[src/hw/rtl/gsc_pkg.sv]
// Shared types, constants and lookup functions for the synced clock display core.
// Standalone package; every other file in hw/rtl imports it.
package gsc_pkg;

    // Request codes on req_type
    localparam logic [1:0] REQ_BYTE = 2'd0;
    localparam logic [1:0] REQ_TICK = 2'd1;
    localparam logic [1:0] REQ_SCAN = 2'd2;

    // Display scan
    localparam int SCAN_POSITIONS = 9;
    localparam int SCAN_W         = 4;
    localparam logic [SCAN_W-1:0] SCAN_LAST  = SCAN_W'(SCAN_POSITIONS - 1);
    localparam logic [SCAN_W-1:0] SCAN_SHIFT = SCAN_W'(8);

    // Sentence matcher
    localparam logic [3:0] PREFIX_LEN = 4'd7;
    localparam logic [3:0] DIGIT_END  = 4'd13;
    localparam int         NUM_DIGITS = 6;
    localparam logic [7:0] CHAR_DOT   = 8'h2E;
    localparam logic [7:0] CHAR_ZERO  = 8'h30;
    localparam logic [7:0] CHAR_NINE  = 8'h39;

    // Clock limits and reset value
    localparam logic [4:0] HOUR_MAX   = 5'd23;
    localparam logic [5:0] MINSEC_MAX = 6'd59;
    localparam logic [4:0] HOUR_INIT  = 5'd21;
    localparam logic [5:0] MIN_INIT   = 6'd37;
    localparam logic [5:0] SEC_INIT   = 6'd0;

    // Command queue between front and back
    localparam int QUEUE_DEPTH = 2;
    localparam int QUEUE_AW    = (QUEUE_DEPTH > 1) ? $clog2(QUEUE_DEPTH) : 1;
    localparam int QUEUE_CW    = $clog2(QUEUE_DEPTH + 1);

    typedef enum logic [1:0] {
        OP_REPORT,
        OP_LOAD,
        OP_TICK,
        OP_SCAN
    } op_t;

    typedef struct packed {
        op_t        op;
        logic [4:0] hours;
        logic [5:0] minutes;
        logic [5:0] seconds;
    } cmd_t;

    function automatic logic [7:0] prefix_char(input logic [2:0] idx);
        logic [7:0] c;
        case (idx)
            3'd0:    c = 8'h24; // '$'
            3'd1:    c = 8'h47; // 'G'
            3'd2:    c = 8'h50; // 'P'
            3'd3:    c = 8'h52; // 'R'
            3'd4:    c = 8'h4D; // 'M'
            3'd5:    c = 8'h43; // 'C'
            3'd6:    c = 8'h2C; // ','
            default: c = 8'h00;
        endcase
        return c;
    endfunction

    // Segments a..g in bits 7..1, decimal point in bit 0
    function automatic logic [7:0] seg_font(input logic [3:0] digit);
        logic [7:0] s;
        case (digit)
            4'd0:    s = 8'b11111100;
            4'd1:    s = 8'b01100000;
            4'd2:    s = 8'b11011010;
            4'd3:    s = 8'b11110010;
            4'd4:    s = 8'b01100110;
            4'd5:    s = 8'b10110110;
            4'd6:    s = 8'b10111110;
            4'd7:    s = 8'b11100000;
            4'd8:    s = 8'b11111110;
            4'd9:    s = 8'b11110110;
            default: s = 8'b00000000;
        endcase
        return s;
    endfunction

    // Tens digit of a value 0..63 by comparison
    function automatic logic [3:0] dec_tens(input logic [5:0] v);
        logic [3:0] t;
        if (v >= 6'd60)      t = 4'd6;
        else if (v >= 6'd50) t = 4'd5;
        else if (v >= 6'd40) t = 4'd4;
        else if (v >= 6'd30) t = 4'd3;
        else if (v >= 6'd20) t = 4'd2;
        else if (v >= 6'd10) t = 4'd1;
        else                 t = 4'd0;
        return t;
    endfunction

    function automatic logic [3:0] dec_ones(input logic [5:0] v);
        logic [3:0] t;
        logic [5:0] r;
        t = dec_tens(v);
        r = v - ({2'b00, t} * 6'd10);
        return r[3:0];
    endfunction

endpackage

[src/hw/rtl/gsc_front.sv]
// Front end: accepts request transactions, runs the sentence matcher and
// turns each request into a command for the queue. Depends on gsc_pkg.
module gsc_front (
    input  logic          clk,
    input  logic          rst_n,
    input  logic          in_valid,
    output logic          in_ready,
    input  logic [1:0]    req_type,
    input  logic [7:0]    rx_byte,
    input  logic          q_full,
    output logic          q_push,
    output gsc_pkg::cmd_t q_cmd
);
    import gsc_pkg::*;

    logic [3:0] progress_reg, progress_next;
    logic [3:0] digits_reg [NUM_DIGITS];
    logic [3:0] digits_next [NUM_DIGITS];
    logic [2:0] digit_idx;
    logic [3:0] digit_off;
    logic [6:0] h_val, m_val, s_val;
    logic       accept;
    logic       is_digit;
    cmd_t       cmd;

    assign in_ready = !q_full;
    assign accept   = in_valid && in_ready;
    assign q_push   = accept;
    assign q_cmd    = cmd;

    assign digit_off = progress_reg - PREFIX_LEN;
    assign digit_idx = digit_off[2:0];
    assign is_digit  = (rx_byte >= CHAR_ZERO) && (rx_byte <= CHAR_NINE);

    assign h_val = 7'(digits_reg[0]) * 7'd10 + 7'(digits_reg[1]);
    assign m_val = 7'(digits_reg[2]) * 7'd10 + 7'(digits_reg[3]);
    assign s_val = 7'(digits_reg[4]) * 7'd10 + 7'(digits_reg[5]);

    always_comb
    begin
        progress_next = progress_reg;
        digits_next   = digits_reg;
        cmd.op        = OP_REPORT;
        cmd.hours     = h_val[4:0];
        cmd.minutes   = m_val[5:0];
        cmd.seconds   = s_val[5:0];
        case (req_type)
            REQ_BYTE:
            begin
                if (progress_reg < PREFIX_LEN)
                begin
                    progress_next = (rx_byte == prefix_char(progress_reg[2:0]))
                                    ? progress_reg + 4'd1 : 4'd0;
                end
                else if (progress_reg < DIGIT_END)
                begin
                    if (is_digit)
                    begin
                        digits_next[digit_idx] = rx_byte[3:0];
                        progress_next          = progress_reg + 4'd1;
                    end
                    else
                    begin
                        progress_next = 4'd0;
                    end
                end
                else
                begin
                    // load only a complete sentence with an in-range time
                    if (progress_reg == DIGIT_END && rx_byte == CHAR_DOT &&
                        h_val <= 7'(HOUR_MAX) && m_val <= 7'(MINSEC_MAX) &&
                        s_val <= 7'(MINSEC_MAX))
                    begin
                        cmd.op = OP_LOAD;
                    end
                    progress_next = 4'd0;
                end
            end
            REQ_TICK: cmd.op = OP_TICK;
            REQ_SCAN: cmd.op = OP_SCAN;
            default:  cmd.op = OP_REPORT;
        endcase
    end

    always_ff @(posedge clk or negedge rst_n)
    begin
        if (!rst_n)
        begin
            progress_reg <= 4'd0;
            for (int i = 0; i < NUM_DIGITS; i++)
            begin
                digits_reg[i] <= 4'd0;
            end
        end
        else if (accept)
        begin
            progress_reg <= progress_next;
            digits_reg   <= digits_next;
        end
    end

endmodule

[src/hw/rtl/gsc_queue.sv]
// Short command queue that decouples the front end from the back end.
// Depends on gsc_pkg for the command type and depth.
module gsc_queue (
    input  logic          clk,
    input  logic          rst_n,
    input  logic          push,
    input  gsc_pkg::cmd_t push_cmd,
    output logic          full,
    input  logic          pop,
    output logic          not_empty,
    output gsc_pkg::cmd_t head_cmd
);
    import gsc_pkg::*;

    cmd_t                mem [QUEUE_DEPTH];
    logic [QUEUE_AW-1:0] wr_ptr_reg, wr_ptr_next;
    logic [QUEUE_AW-1:0] rd_ptr_reg, rd_ptr_next;
    logic [QUEUE_CW-1:0] count_reg, count_next;

    localparam logic [QUEUE_AW-1:0] PTR_LAST = QUEUE_AW'(QUEUE_DEPTH - 1);
    localparam logic [QUEUE_CW-1:0] CNT_FULL = QUEUE_CW'(QUEUE_DEPTH);

    assign full      = (count_reg == CNT_FULL);
    assign not_empty = (count_reg != '0);
    assign head_cmd  = mem[rd_ptr_reg];

    always_comb
    begin
        wr_ptr_next = wr_ptr_reg;
        rd_ptr_next = rd_ptr_reg;
        count_next  = count_reg;
        if (push)
        begin
            wr_ptr_next = (wr_ptr_reg == PTR_LAST) ? '0 : wr_ptr_reg + 1'b1;
        end
        if (pop)
        begin
            rd_ptr_next = (rd_ptr_reg == PTR_LAST) ? '0 : rd_ptr_reg + 1'b1;
        end
        if (push && !pop)
        begin
            count_next = count_reg + 1'b1;
        end
        else if (pop && !push)
        begin
            count_next = count_reg - 1'b1;
        end
    end

    always_ff @(posedge clk)
    begin
        if (push)
        begin
            mem[wr_ptr_reg] <= push_cmd;
        end
    end

    always_ff @(posedge clk or negedge rst_n)
    begin
        if (!rst_n)
        begin
            wr_ptr_reg <= '0;
            rd_ptr_reg <= '0;
            count_reg  <= '0;
        end
        else
        begin
            wr_ptr_reg <= wr_ptr_next;
            rd_ptr_reg <= rd_ptr_next;
            count_reg  <= count_next;
        end
    end

endmodule

[src/hw/rtl/gsc_back.sv]
// Back end: executes queued commands against the time-of-day counters and
// display scan, and holds the result in an output register. Depends on gsc_pkg.
module gsc_back (
    input  logic                      clk,
    input  logic                      rst_n,
    input  logic                      q_not_empty,
    input  gsc_pkg::cmd_t             q_cmd,
    output logic                      q_pop,
    output logic                      out_valid,
    input  logic                      out_ready,
    output logic [4:0]                hours,
    output logic [5:0]                minutes,
    output logic [5:0]                seconds,
    output logic                      time_loaded,
    output logic [7:0]                segments,
    output logic                      shift_data,
    output logic [gsc_pkg::SCAN_W-1:0] scan_index
);
    import gsc_pkg::*;

    logic [4:0]        hour_reg, hour_next;
    logic [5:0]        min_reg, min_next;
    logic [5:0]        sec_reg, sec_next;
    logic [SCAN_W-1:0] scan_reg, scan_next;

    logic              out_valid_reg, out_valid_next;
    logic              loaded_reg, loaded_next;
    logic [7:0]        seg_reg, seg_next;
    logic              sdata_reg, sdata_next;
    logic [SCAN_W-1:0] sidx_reg, sidx_next;
    logic [5:0]        disp_val;
    logic [7:0]        pattern;

    assign q_pop = q_not_empty && (!out_valid_reg || out_ready);

    // value shown at the current scan position
    always_comb
    begin
        case (scan_reg)
            SCAN_W'(1), SCAN_W'(2): disp_val = {1'b0, hour_reg};
            SCAN_W'(3), SCAN_W'(4): disp_val = min_reg;
            SCAN_W'(5), SCAN_W'(6): disp_val = sec_reg;
            default:                disp_val = 6'd0;
        endcase
        case (scan_reg)
            SCAN_W'(1), SCAN_W'(3), SCAN_W'(5): pattern = seg_font(dec_tens(disp_val));
            SCAN_W'(2), SCAN_W'(4), SCAN_W'(6): pattern = seg_font(dec_ones(disp_val));
            default:                            pattern = 8'd0;
        endcase
    end

    always_comb
    begin
        hour_next   = hour_reg;
        min_next    = min_reg;
        sec_next    = sec_reg;
        scan_next   = scan_reg;
        loaded_next = 1'b0;
        seg_next    = 8'd0;
        sdata_next  = 1'b0;
        sidx_next   = '0;
        case (q_cmd.op)
            OP_LOAD:
            begin
                hour_next   = q_cmd.hours;
                min_next    = q_cmd.minutes;
                sec_next    = q_cmd.seconds;
                loaded_next = 1'b1;
            end
            OP_TICK:
            begin
                if (sec_reg >= MINSEC_MAX)
                begin
                    sec_next = 6'd0;
                    if (min_reg >= MINSEC_MAX)
                    begin
                        min_next  = 6'd0;
                        hour_next = (hour_reg >= HOUR_MAX) ? 5'd0 : hour_reg + 5'd1;
                    end
                    else
                    begin
                        min_next = min_reg + 6'd1;
                    end
                end
                else
                begin
                    sec_next = sec_reg + 6'd1;
                end
            end
            OP_SCAN:
            begin
                seg_next = pattern;
                if (scan_reg == SCAN_W'(2) || scan_reg == SCAN_W'(4))
                begin
                    seg_next[0] = 1'b1;
                end
                sdata_next = (scan_reg == SCAN_SHIFT);
                sidx_next  = scan_reg;
                scan_next  = (scan_reg >= SCAN_LAST) ? '0 : scan_reg + 1'b1;
            end
            default:
            begin
                loaded_next = 1'b0;
            end
        endcase
        out_valid_next = q_pop ? 1'b1 : (out_valid_reg && !out_ready);
    end

    always_ff @(posedge clk or negedge rst_n)
    begin
        if (!rst_n)
        begin
            hour_reg      <= HOUR_INIT;
            min_reg       <= MIN_INIT;
            sec_reg       <= SEC_INIT;
            scan_reg      <= '0;
            out_valid_reg <= 1'b0;
        end
        else
        begin
            out_valid_reg <= out_valid_next;
            if (q_pop)
            begin
                hour_reg <= hour_next;
                min_reg  <= min_next;
                sec_reg  <= sec_next;
                scan_reg <= scan_next;
            end
        end
    end

    always_ff @(posedge clk)
    begin
        if (q_pop)
        begin
            loaded_reg <= loaded_next;
            seg_reg    <= seg_next;
            sdata_reg  <= sdata_next;
            sidx_reg   <= sidx_next;
        end
    end

    // clock fields track the counters, which change only on a pop
    assign out_valid   = out_valid_reg;
    assign hours       = hour_reg;
    assign minutes     = min_reg;
    assign seconds     = sec_reg;
    assign time_loaded = loaded_reg;
    assign segments    = seg_reg;
    assign shift_data  = sdata_reg;
    assign scan_index  = sidx_reg;

endmodule

[src/hw/rtl/gps_synced_clock_display_core.sv]
// Top level of the GPS-synced time-of-day clock and display scanner.
// Instantiates gsc_front, gsc_queue and gsc_back; depends on gsc_pkg.
//
// The core keeps hours, minutes and seconds (reset 21:37:00) and handles one
// request transaction at a time from a valid/ready input: a received UART
// byte (req_type 0), a one-second tick (1) or a display scan tick (2); code 3
// just reports the time. Bytes feed a matcher for "$GPRMC," plus six digits
// and '.', which loads hhmmss when in range and flags time_loaded. Each
// request yields exactly one result transaction carrying the time after the
// request, plus the seven-segment pattern, shift data bit and scan position
// on scan ticks. An accepted request passes through the matcher front end into
// the two-entry command queue, then through the back end into the output
// register. Sustained rate is one transaction per cycle while out_ready is
// high; the two-entry queue absorbs input while the output stalls until it
// fills, after which in_ready drops until results drain.
module gps_synced_clock_display_core (
    input  logic                       clk,
    input  logic                       rst_n,
    input  logic                       in_valid,
    output logic                       in_ready,
    input  logic [1:0]                 req_type,
    input  logic [7:0]                 rx_byte,
    output logic                       out_valid,
    input  logic                       out_ready,
    output logic [4:0]                 hours,
    output logic [5:0]                 minutes,
    output logic [5:0]                 seconds,
    output logic                       time_loaded,
    output logic [7:0]                 segments,
    output logic                       shift_data,
    output logic [gsc_pkg::SCAN_W-1:0] scan_index
);
    import gsc_pkg::*;

    logic q_full;
    logic q_push;
    logic q_pop;
    logic q_not_empty;
    cmd_t push_cmd;
    cmd_t head_cmd;

    // Classify requests and track sentence progress
    gsc_front u_front (
        .clk      (clk),
        .rst_n    (rst_n),
        .in_valid (in_valid),
        .in_ready (in_ready),
        .req_type (req_type),
        .rx_byte  (rx_byte),
        .q_full   (q_full),
        .q_push   (q_push),
        .q_cmd    (push_cmd)
    );

    // Hold commands so either side can stall on its own
    gsc_queue u_queue (
        .clk       (clk),
        .rst_n     (rst_n),
        .push      (q_push),
        .push_cmd  (push_cmd),
        .full      (q_full),
        .pop       (q_pop),
        .not_empty (q_not_empty),
        .head_cmd  (head_cmd)
    );

    // Advance the clock, drive the display and register each result
    gsc_back u_back (
        .clk         (clk),
        .rst_n       (rst_n),
        .q_not_empty (q_not_empty),
        .q_cmd       (head_cmd),
        .q_pop       (q_pop),
        .out_valid   (out_valid),
        .out_ready   (out_ready),
        .hours       (hours),
        .minutes     (minutes),
        .seconds     (seconds),
        .time_loaded (time_loaded),
        .segments    (segments),
        .shift_data  (shift_data),
        .scan_index  (scan_index)
    );

    // Reported time always stays within the clock range
    assert property (@(posedge clk) disable iff (!rst_n)
        out_valid |-> (hours <= HOUR_MAX && minutes <= MINSEC_MAX &&
                       seconds <= MINSEC_MAX))
        else $error("reported time out of range");

    // A time load never coincides with display output
    assert property (@(posedge clk) disable iff (!rst_n)
        (out_valid && time_loaded) |-> (segments == 8'd0 && !shift_data &&
                                        scan_index == '0))
        else $error("time load carries display fields");

    // Shift data marks the shift position only
    assert property (@(posedge clk) disable iff (!rst_n)
        (out_valid && shift_data) |-> (scan_index == SCAN_SHIFT))
        else $error("shift data outside its scan position");

    // Nothing is pushed into a full queue
    assert property (@(posedge clk) disable iff (!rst_n)
        q_full |-> !q_push)
        else $error("push into full command queue");

endmodule

[config.mk]
export PLATFORM = sky130hd
export DESIGN_NAME = gps_synced_clock_display_core
export DESIGN_NICKNAME = d
export VERILOG_FILES = /design/src/hw/rtl/gsc_pkg.sv /design/src/hw/rtl/gsc_front.sv /design/src/hw/rtl/gsc_queue.sv /design/src/hw/rtl/gsc_back.sv /design/src/hw/rtl/gps_synced_clock_display_core.sv
export SDC_FILE = /design/constraint.sdc
export NUM_CORES = 1
export LEC_CHECK = 0
export BUFFER_PORTS_ARGS = -buffer_cell sky130_fd_sc_hd__buf_2
export CAP_MARGIN = 20
export CORE_UTILIZATION = 59
export DETAILED_ROUTE_END_ITERATION = 8
export GPL_ROUTABILITY_DRIVEN = 0
export PLACE_DENSITY = 0.88
export SYNTH_ARGS = -nofsm -noshare
export SYNTH_HDL_FRONTEND = slang
export SYNTH_SLANG_ARGS = --single-unit
[constraint.sdc]
create_clock -name clk -period 4.3 [get_ports clk]
set_input_delay 0.86 -clock clk [delete_from_list [all_inputs] [get_ports clk]]
set_output_delay 0.86 -clock clk [all_outputs]
set_load 0.02 [all_outputs]
Yosys cells after proc, flatten, opt, wreduce, memory -nomap -nowiden

Memory sizes are Yosys's and may differ from the RTL's.
Cells that the tools add are included.

Magnitude comparators: 19
Bitwise logic cells: 2
Equal/unequal tests: 24
Multiply operators: 4
Muxes and demuxes: 43
Reduce and logical (&&, ||, !) cells: 34
$add $sub $neg: 14

Operator list:

| kind                | number |
|---|---|
| $mux 4              | 13 |
| $pmux 7 s7          | 1 |
| $ge 6x6->1 const B  | 5 |
| $bwmux 24           | 1 |
| $pmux 6 s2          | 2 |
| $add 7x4->7         | 3 |
| $mul 4x3->6 const B | 3 |
| $mux 6              | 3 |
| $pmux 6 s3          | 1 |
| $mux 8              | 2 |
| $pmux 8 s2          | 1 |
| $mux 5              | 3 |
| $le 7x6->1 const B  | 2 |
| $add 6x1->6 const B | 2 |
| $demux 4 s3         | 1 |
| $eq 4x3->1 const B  | 3 |
| $ge 6x5->1 const B  | 2 |
| $logic_and 1x1->1   | 11 |
| $pmux 5 s2          | 1 |
| $eq 3x3->1 const B  | 3 |
| $mux 1              | 9 |
| $add 4x1->4 const B | 2 |
| $eq 2x2->1 const B  | 4 |
| $eq 4x2->1 const B  | 2 |
| other kinds (39)    | 60 |

Output and inout port bits: 33
Memory bits (read-only): 224
Word-level logic and storage cells: 162
Memory bits (writable): 38
Memories kept: 3
Register bits after elaboration: 68

Memories:

| name             | words | bits a word | read ports | clocked after Yosys merged registers in | write ports | RTL line        | source |
|---|---|---|---|---|---|---|---|
| (name not given) | 16    | 7           | 1          | 0                                       | 0           | gsc_pkg.sv:68   | `case (digit)` |
| (name not given) | 16    | 7           | 1          | 0                                       | 0           | gsc_pkg.sv:68   |  |
| u_queue.mem      | 2     | 19          | 1          | 0                                       | 1           | gsc_queue.sv:15 | `cmd_t mem [QUEUE_DEPTH];` |

Longest topological paths before layout

Gate-level depths: netlist (run 1).
An unclocked memory read counts as a cell.

Depth in word-level cells: 16
Gate-level depth with buffers: 17
Mapped depth without buffers: 17

Modules after synthesis

Synthesis (run 1) repeated with hierarchy kept, for this count alone.

Cells, all modules: 600
Area, all modules: 6663.9 um^2

Modules (own cells, without submodules):

| module    | times used | cells an instance | seq. area each (um^2) | area each (um^2) |
|---|---|---|---|---|
| gsc_back  | 1          | 298               | 978.4                 | 2690.1 |
| gsc_front | 1          | 227               | 700.7                 | 2333.5 |
| gsc_queue | 1          | 75                | 1241.2                | 1640.3 |

Worst setup path after synthesis (run 1)

OpenSTA, ideal clock, no wires.

Path type: reg-to-reg
Start: register u_back.scan_reg[0]
End: register u_back.seg_reg[4], in the netlist u_back.segments[4], data pin
Buffers on the path: 0
Slack: 0.609 ns
Required time: 4.142 ns
Arrival: 3.534 ns
Stages on the path, launching flop included: 16
Path through: dfrtp_1 > inv_1 > ha_1 > o21bai_1 > nor2_1 > a21oi_2 > o211ai_1 > o211ai_1 > o21a_1 > inv_1 > ha_1 > fa_1 > inv_1 > or3_1 > a211o_1 > o211ai_1

Longest elaborated chain between the ends: 15
Elaborated cells between the ends (all ways): 31
Those cells by class: add/sub: 1; mul: 1; order compare: 6; eq/ne: 6; mux: 10; reduce/logical: 5; memory: 2

Ends and longest elaborated chain:

| what                               | RTL line                       | source |
|---|---|---|
| from (decl)                        | gsc_back.sv:24                 | `logic [SCAN_W-1:0] scan_reg, scan_next;` |
| from (signal assigned)             | gsc_back.sv:127                | `scan_reg <= scan_next;` |
| $eq 4x3->1 (tied with other cells) | gsc_back.sv:39, gsc_back.sv:45 |  |
| $reduce_or 2->1                    | gsc_back.sv:39                 | `case (scan_reg)` |
| $pmux 6 s3                         | gsc_back.sv:39                 |  |
| $ge 6x4->1                         | gsc_pkg.sv:92                  | `else if (v >= 6'd10) t = 4'd1;` |
| $mux 1                             | gsc_pkg.sv:92                  |  |
| $mux 4                             | gsc_pkg.sv:91                  | `else if (v >= 6'd20) t = 4'd2;` |
| $mux 4                             | gsc_pkg.sv:90                  | `else if (v >= 6'd30) t = 4'd3;` |
| $mux 4                             | gsc_pkg.sv:89                  | `else if (v >= 6'd40) t = 4'd4;` |
| $mux 4                             | gsc_pkg.sv:88                  | `else if (v >= 6'd50) t = 4'd5;` |
| $mux 4                             | gsc_pkg.sv:87                  | `if (v >= 6'd60) t = 4'd6;` |
| $mux 4                             | gsc_back.sv:45                 | `case (scan_reg)` |
| $mul 4x3->3                        | gsc_pkg.sv:101                 | `r = v - ({2'b00, t} * 6'd10);` |
| $sub 4x4->4                        | gsc_pkg.sv:101                 |  |
| $mem_v2 16x7                       | -                              |  |
| $pmux 8 s2 *                       | gsc_back.sv:45                 |  |
| to (signal assigned)               | gsc_back.sv:137                | `seg_reg <= seg_next;` |
| to (decl)                          | gsc_back.sv:28                 | `logic [7:0] seg_reg, seg_next;` |

Every way passes the cells marked *; elsewhere a longest branch is shown, timed or not. The select of a mux whose other input is x is not followed.
A chain may end at the register's enable or synchronous reset.

Worst setup path after layout (run 1)

Ends and elaborated chain as after synthesis.

==> flow_summary.toml, run 1 <==
[status]
status = "complete, no violations"

[worst_setup_path]
critPathCapture = "u_back.segments[4]"
cp_slowest_stage_delay_ns = 0.55
path_depth = 15
crit_path_start_kind = "flop"
cp-startpoint = "u_back.scan_reg[0]"
r2r_setup_slack_ns = 0.35
worst-path-buf-inv = 3
crit_path_top_delay_cell = "fa_1"
critPathCaptureType = "flop"
r2r-end = "u_back.segments[4]"
crit_family = "compound AO/OA/AOI/OAI gates"
timing.rr.start = "u_back.scan_reg[0]"
crit_type = "flop to flop"
r2r.worst_path.cells = 15
cp.required_ns = 4.52
cp.arrival_ns = 4.18
crit_chain = "inv_1, ha_1, o21bai_2, nor2_1, a21oi_2, o211ai_1, o211ai_1, o21a_1, inv_1, ha_1, fa_1, inv_1, or3_1, a211o_1, o211ai_1"
path_max_fanout = 9

[placement]
place_inst = 717
dpl-instance-area_sq_um = 6550
port_buffers = 46
dpl.hpwl_um = 9430

[sta]
fin_skew_ns = 0.0194
fmax_ghz = 0.253
setup-tns-final_ns = 0
hold_violations = 0
grt_setup_unrepaired = "no"
period_share_pct = 91.9
tightest_slew_ns = 0.838
final-setup-viol-count = 0
slew_violations = 0
relSlewSlack_pct = 44.1
post-route-min-period_ns = 3.95

[clock_tree]
htree_levels = 3
clock_latency_ns = 0.38
cts_tree = "done"
cts_buffers = 9
clockBufferDepth = 2
path_clk_slew_ns = 0.12
cts-root-buf = "clkbuf_8"
cts_setup_buffers = 0
clock-sinks = 106

[synth]
netlist_area_sq_um = 6170
synth_top_area_share_pct = 25.3
synth.area.top_cells = "edfxtp_1 (25%), dfrtp_1 (19%), ha_1 (9.3%)"
ys_seq_area_share_pct = 47.3
ys.flop_type = "edfxtp_1"
synth_mux_area_share_pct = 9.50
synth_top_family_by_area = "compound AO/OA/AOI/OAI gates"
synth-compound-area-share_pct = 13.7
yosys.area_share.simple_pct = 10.5
synth_common_cells = "edfxtp_1 (52), dfrtp_1 (48), ha_1 (46)"
syn_inst = 548
avgSynthCellArea_sq_um = 11.3
yosysUniqueCellTypes = 58
ys_ff_latch = 106
async_flop_share_pct = 50.9
synth_top_area_cell = "edfxtp_1"
syn-num-nets = 615
synth-edff-count = 52
post_synth_fa_ha_maj_area_fraction_pct = 12.1
yosysWarnings = 0
synth-xor-area-share_pct = 3.97
synth_most_common_cell = "edfxtp_1"

[floorplan]
die_h_um = 104
start_util_pct = 62.0
die_x_um = 104
io-pin-count = 47
die_area_sq_um = 10900
core-area_sq_um = 9950
rows = 36

[drt]
vias = 4542
drt-wirelength-per-cell_um = 17.7
drt_iter0_markers = 216
vias_per_cell = 6.20
wl_um = 13000
drc = 0
ant_nets = 0
firstDrtPassIters = 5

[power]
p_leak_nw = 3.19
p_per_area_nw_per_um2 = 734
peakVddDrop_mv = 0.413

[cells_and_area]
num_antenna_cells = 0
nNetsFinal = 662
drive_above_1_share_pct = 18.7
largest_reg_flops = 38
area_growth_pct = 10.1
fin_area_sq_um = 6800
instances_no_fill = 733

[flow_run]
maxCapViolations = 0

[global_route]
grt_pass1_wl_um = 21200
grt_max_degree = 36
overflow = 0
grt_usage_pct = 24.4
antenna_found_initial = 0
grt_pass1_vias = 4540

[hold_path]
hp-class = "primary input to asynchronous set/reset pin"
placed cells by master, fill, tap and decap left out, types with 5 or more instances in the layout:
master and count:
clkbuf_8 10, nor2b_1 6, xor2_1 14, mux2_2 26, o221ai_1 7, a21o_1 11, o21ai_0 26, mux2i_1 28
inv_1 30, nand2_1 41, o22ai_1 5, ha_1 46, dfstp_2 6, nand3_1 14, and3_1 13, fa_1 7
a22o_1 5, and2_1 5, nand4_1 5, xnor2_1 14, edfxtp_1 52, dfrtp_1 48, buf_4 7, nand2b_1 6
o21a_1 6, a21oi_1 26, buf_2 46, nor2_1 26
metrics by stage:
step / total power, mW / hold slack (ns) / setup slack [ns] / utilization, %
floorplan: 3.53 / 0.437 / 0.609 / -
global placement: 4.05 / 0.454 / 0.538 / 65.8
detailed placement: 4.21 / 0.478 / 0.191 / 65.8
CTS: 4.93 / 0.441 / 0.177 / 68.2
global route: 5.30 / 0.453 / 0.0836 / 68.3
finish: 4.99 / 0.440 / 0.348 / 68.3
area by class of cell:
type	instances	area [sq um]
well taps	133	166
clock buffers	10	138
flip-flops and latches	106	2920
repair buffers	53	283
fillers	676	3160
inverters	30	113
clock inverters	6	97.6
multi-input cells	395	3080
routing by layer:
layer	part of all wire [%]	vias up	GRT usage [%]
li1	-	2114	-
met1	41	2198	29.8
met2	51	192	42.5
met3	5.3	38	3.70
met4	2.5	0	11.0
met5	0	-	0
worst min path at each step:
| stage | startpoint | end | slack, ns | cells past startpoint |
|---|---|---|---|---|
| after CTS | rst_n | u_back.scan_reg[0] | 0.44 | 1 |
| final | rst_n | u_back.scan_reg[0] | 0.44 | 1 |
| after global routing | rst_n | u_queue.rd_ptr_reg | 0.45 | 1 |
| after floorplan | u_front.digits_reg[0] | u_queue.mem[0][0] | 0.44 | 0 |
| after global placement | u_front.digits_reg[16] | u_queue.mem[0][12] | 0.45 | 0 |
| after detailed placement | u_front.digits_reg[8] | u_queue.mem[0][6] | 0.48 | 0 |
kinds of logic (layout without fill, tap and decap cells):
logic type	count (synthesis)	after routing
AO/OA/AOI/OAI	124	124
XOR/XNOR	28	28
adder cells (fa/ha/maj)	56	56
buffers and inverters	47	99
flip-flops	106	106
multiplexers	55	55
AND/OR/NAND/NOR	132	132
where the power goes:
| part | switching, mW | total [mW] | internal [mW] |
|---|---|---|---|
| logic | 1.64 | 2.64 | 0.994 |
| registers | 0.240 | 1.64 | 1.40 |
| clock network | 0.359 | 0.711 | 0.351 |
timing repair:
item                       CTS  global route
setup endpoints to repair    0             7
gates resized for setup      0             2
hold buffers                 0             0
No activity file was read; power rests on OpenSTA's default activity.
==> inputs of run 2 (changes only) <==
--- a/config.mk
+++ b/config.mk
@@ -13,4 +13,5 @@
 export PLACE_DENSITY = 0.88
 export SYNTH_ARGS = -nofsm -noshare
 export SYNTH_HDL_FRONTEND = slang
+export SYNTH_HIERARCHICAL = 1
 export SYNTH_SLANG_ARGS = --single-unit
==> run 2 against run 1 <==
Via count grew 8.4%. Critical path type unchanged. Flip-flop and latch count is the same. Worst setup slack lost 0.17 ns. Sequential share of layout area shrank 3.3 points. Maximum frequency shrank 4.2%. Combinational power grew 7%. Die area grew 7.8%. Synthesized cell count grew 9.5%.
==> flow_summary.toml, run 2 <==
[global_route]
grt_pass1_wl_um = 23500
antenna_found_initial = 0
grt_busiest_layer = "met2"
grt.met1_usage_pct = 30.1
grt.met3_usage_pct = 5.12
grt_usage_pct = 26.1
grt_pass1_vias = 4973
overflow = 0
grt_use_met2_pct = 45.7
grt_max_degree = 30

[synth]
syn-num-nets = 668
yosysUniqueCellTypes = 79
async_flop_share_pct = 50.9
ys_seq_area_share_pct = 43.8
yosysWarnings = 6
synth_top_area_cell = "edfxtp_1"
synth_common_cells = "edfxtp_1 (52), dfrtp_1 (48), inv_1 (48)"
ys_ff_latch = 106
synth_most_common_cell = "edfxtp_1"
ys.flop_type = "edfxtp_1"
synth.area.top_cells = "edfxtp_1 (23%), dfrtp_1 (18%), ha_1 (8.8%)"
avgSynthCellArea_sq_um = 11.1
netlist_area_sq_um = 6660
synth-edff-count = 52
syn_inst = 600
synth_top_area_share_pct = 23.4

[sta]
relSlewSlack_pct = 42.3
final-setup-viol-count = 0
fin_skew_ns = 0.00715
fmax_ghz = 0.242
slew_violations = 0
period_share_pct = 95.9
hold_violations = 0
tightest_slew_ns = 0.865
post-route-min-period_ns = 4.12

[worst_setup_path]
cp.arrival_ns = 4.22
crit_path_top_delay_cell = "fa_1"
crit_type = "flop to flop"
cp.required_ns = 4.40
r2r-end = "u_back/segments[2]"
critPathCaptureType = "flop"
path_max_fanout = 8
crit_family = "compound AO/OA/AOI/OAI gates"
cp_slowest_stage_delay_ns = 0.45
r2r_setup_slack_ns = 0.18
timing.rr.start = "u_back/scan_reg[0]"
worst-path-buf-inv = 1
crit_path_start_kind = "flop"
crit_chain = "ha_1, mux2i_4, o32a_1, nand2_1, o21ai_1, a21oi_1, o21ai_1, inv_1, ha_1, fa_1, a211o_1, o211ai_2, mux2_1, a221o_1"
r2r.worst_path.cells = 14

[floorplan]
io-pin-count = 47
die_h_um = 108
die_area_sq_um = 11700
die_x_um = 108
rows = 38
core-area_sq_um = 10900
start_util_pct = 60.9

[drt]
ant_nets = 0
drc = 0
vias = 4924
firstDrtPassIters = 5
drt_iter0_markers = 395
vias_per_cell = 6.16
wl_um = 14400
drt-wirelength-per-cell_um = 18.0

[power]
p_leak_nw = 3.27
peakVddDrop_mv = 0.588
p_per_area_nw_per_um2 = 704

[clock_tree]
htree_levels = 3
path_clk_slew_ns = 0.07
cts_tree = "done"
clock_latency_ns = 0.35
clock-sinks = 106
cts_hold_buf = 0
cts_buffers = 9
clockBufferDepth = 2
cts-root-buf = "clkbuf_16"

[cells_and_area]
num_antenna_cells = 0
drive_above_1_share_pct = 23.2
area_growth_pct = 10.6
nNetsFinal = 722
largest_reg_flops = 38
fin_area_sq_um = 7370
fin_util_pct = 67.4
layout_commonest_cell = "edfxtp_1"
final_cell_mix = "edfxtp_1 (52), inv_1 (48), dfrtp_1 (47)"

[placement]
dpl-instance-area_sq_um = 7000
port_buffers = 46
dpl.hpwl_um = 10300

[status]
status = "complete, no violations"

[flow_run]
maxCapViolations = 0

[hold_path]
holdPathEnd = "u_queue/mem[1][12]"
hp-class = "flop to flop"
hp-start = "u_front/digits_reg[16]"
holdPathStages = 0
## run 2: changes by cell type in the layout (fill, tap and decap cells not counted), moves of 9 or more
cell | before | now
a21oi_1 | 26 | 36
nor3_1 | 2 | 13
inv_1 | 30 | 48
clkbuf_8 | 10 | 0
mux2_4 | 0 | 19
mux2i_1 | 28 | 9
buf_4 | 7 | 17
clkbuf_16 | 0 | 9
## run 2: stage by stage
stage          std cells  hold slack (ns)  TNS (ns)  worst slack [ns]  power (mW)
2_1_floorplan        600            0.449         0             0.240        3.58
3_3_place_gp         774            0.450         0             0.195        4.10
5_1_grt              799            0.499   -0.0386           -0.0386        5.55
6_report             799            0.491         0             0.176        5.19
4_1_cts              790            0.489         0            0.0310        5.06
3_5_place_dp         774            0.473  -0.00730          -0.00730        4.23
## run 2: logic make-up after synthesis
group | share of synthesized area, %
compound gates | 13.4
xor+xnor | 3.02
fa+ha+maj | 11.2
buf+inv | 4.81
flops | 43.8
mux | 10.5
simple gates | 13.2
## run 2: worst max-delay path by stage
stage,from,endpoint,cells after the start
finish,u_back/scan_reg[0],u_back/segments[2],14
global route,u_back/scan_reg[0],u_back/segments[2],16
CTS,u_back/scan_reg[0],u_back/segments[2],15
detailed placement,u_back/scan_reg[0],u_back/segments[2],15
global placement,u_back/scan_reg[0],u_back/segments[2],15
floorplan,u_back/scan_reg[0],u_back/segments[2],15
## run 2: area by class of cell
type / instances / area (sq um)
well taps: 140 / 175
multi-input cells: 425 / 3450
inverters: 49 / 186
repair buffers: 63 / 358
flip-flops and latches: 106 / 2920
clock inverters: 6 / 48.8
fillers: 786 / 3560
clock buffers: 10 / 229
## run 2: worst register-to-register path, cell delays in order, from the launching register on
cell      delay, ns
dfrtp_2        0.44
ha_1           0.26
mux2i_4        0.36
o32a_1         0.38
nand2_1        0.12
o21ai_1        0.13
a21oi_1        0.08
o21ai_1        0.16
inv_1          0.10
ha_1           0.21
fa_1           0.45
a211o_1        0.28
o211ai_2       0.24
mux2_1         0.35
a221o_1        0.32
## run 2: per-layer routing
| metal | wire length, um | vias up |
|---|---|---|
| met2 | 7400 | 206 |
| met5 | 0 | - |
| met1 | 5730 | 2385 |
| met3 | 781 | 52 |
| met4 | 503 | 0 |
| li1 | - | 2281 |
## run 2: where the power goes
| group | total, mW | internal, mW | switching, mW | leakage, nW |
|---|---|---|---|---|
| Combinational | 2.82 | 1.11 | 1.71 | 1.92 |
| Clock | 0.784 | 0.401 | 0.383 | 0.133 |
| Sequential | 1.58 | 1.38 | 0.203 | 1.21 |
| Total | 5.19 | 2.89 | 2.30 | 3.27 |
## run 2: what timing repair did
item | CTS | global route
setup endpoints to repair | 1 | 7
setup buffers | 0 | 9
resized for setup | 2 | 5
pin swaps | 0 | 4
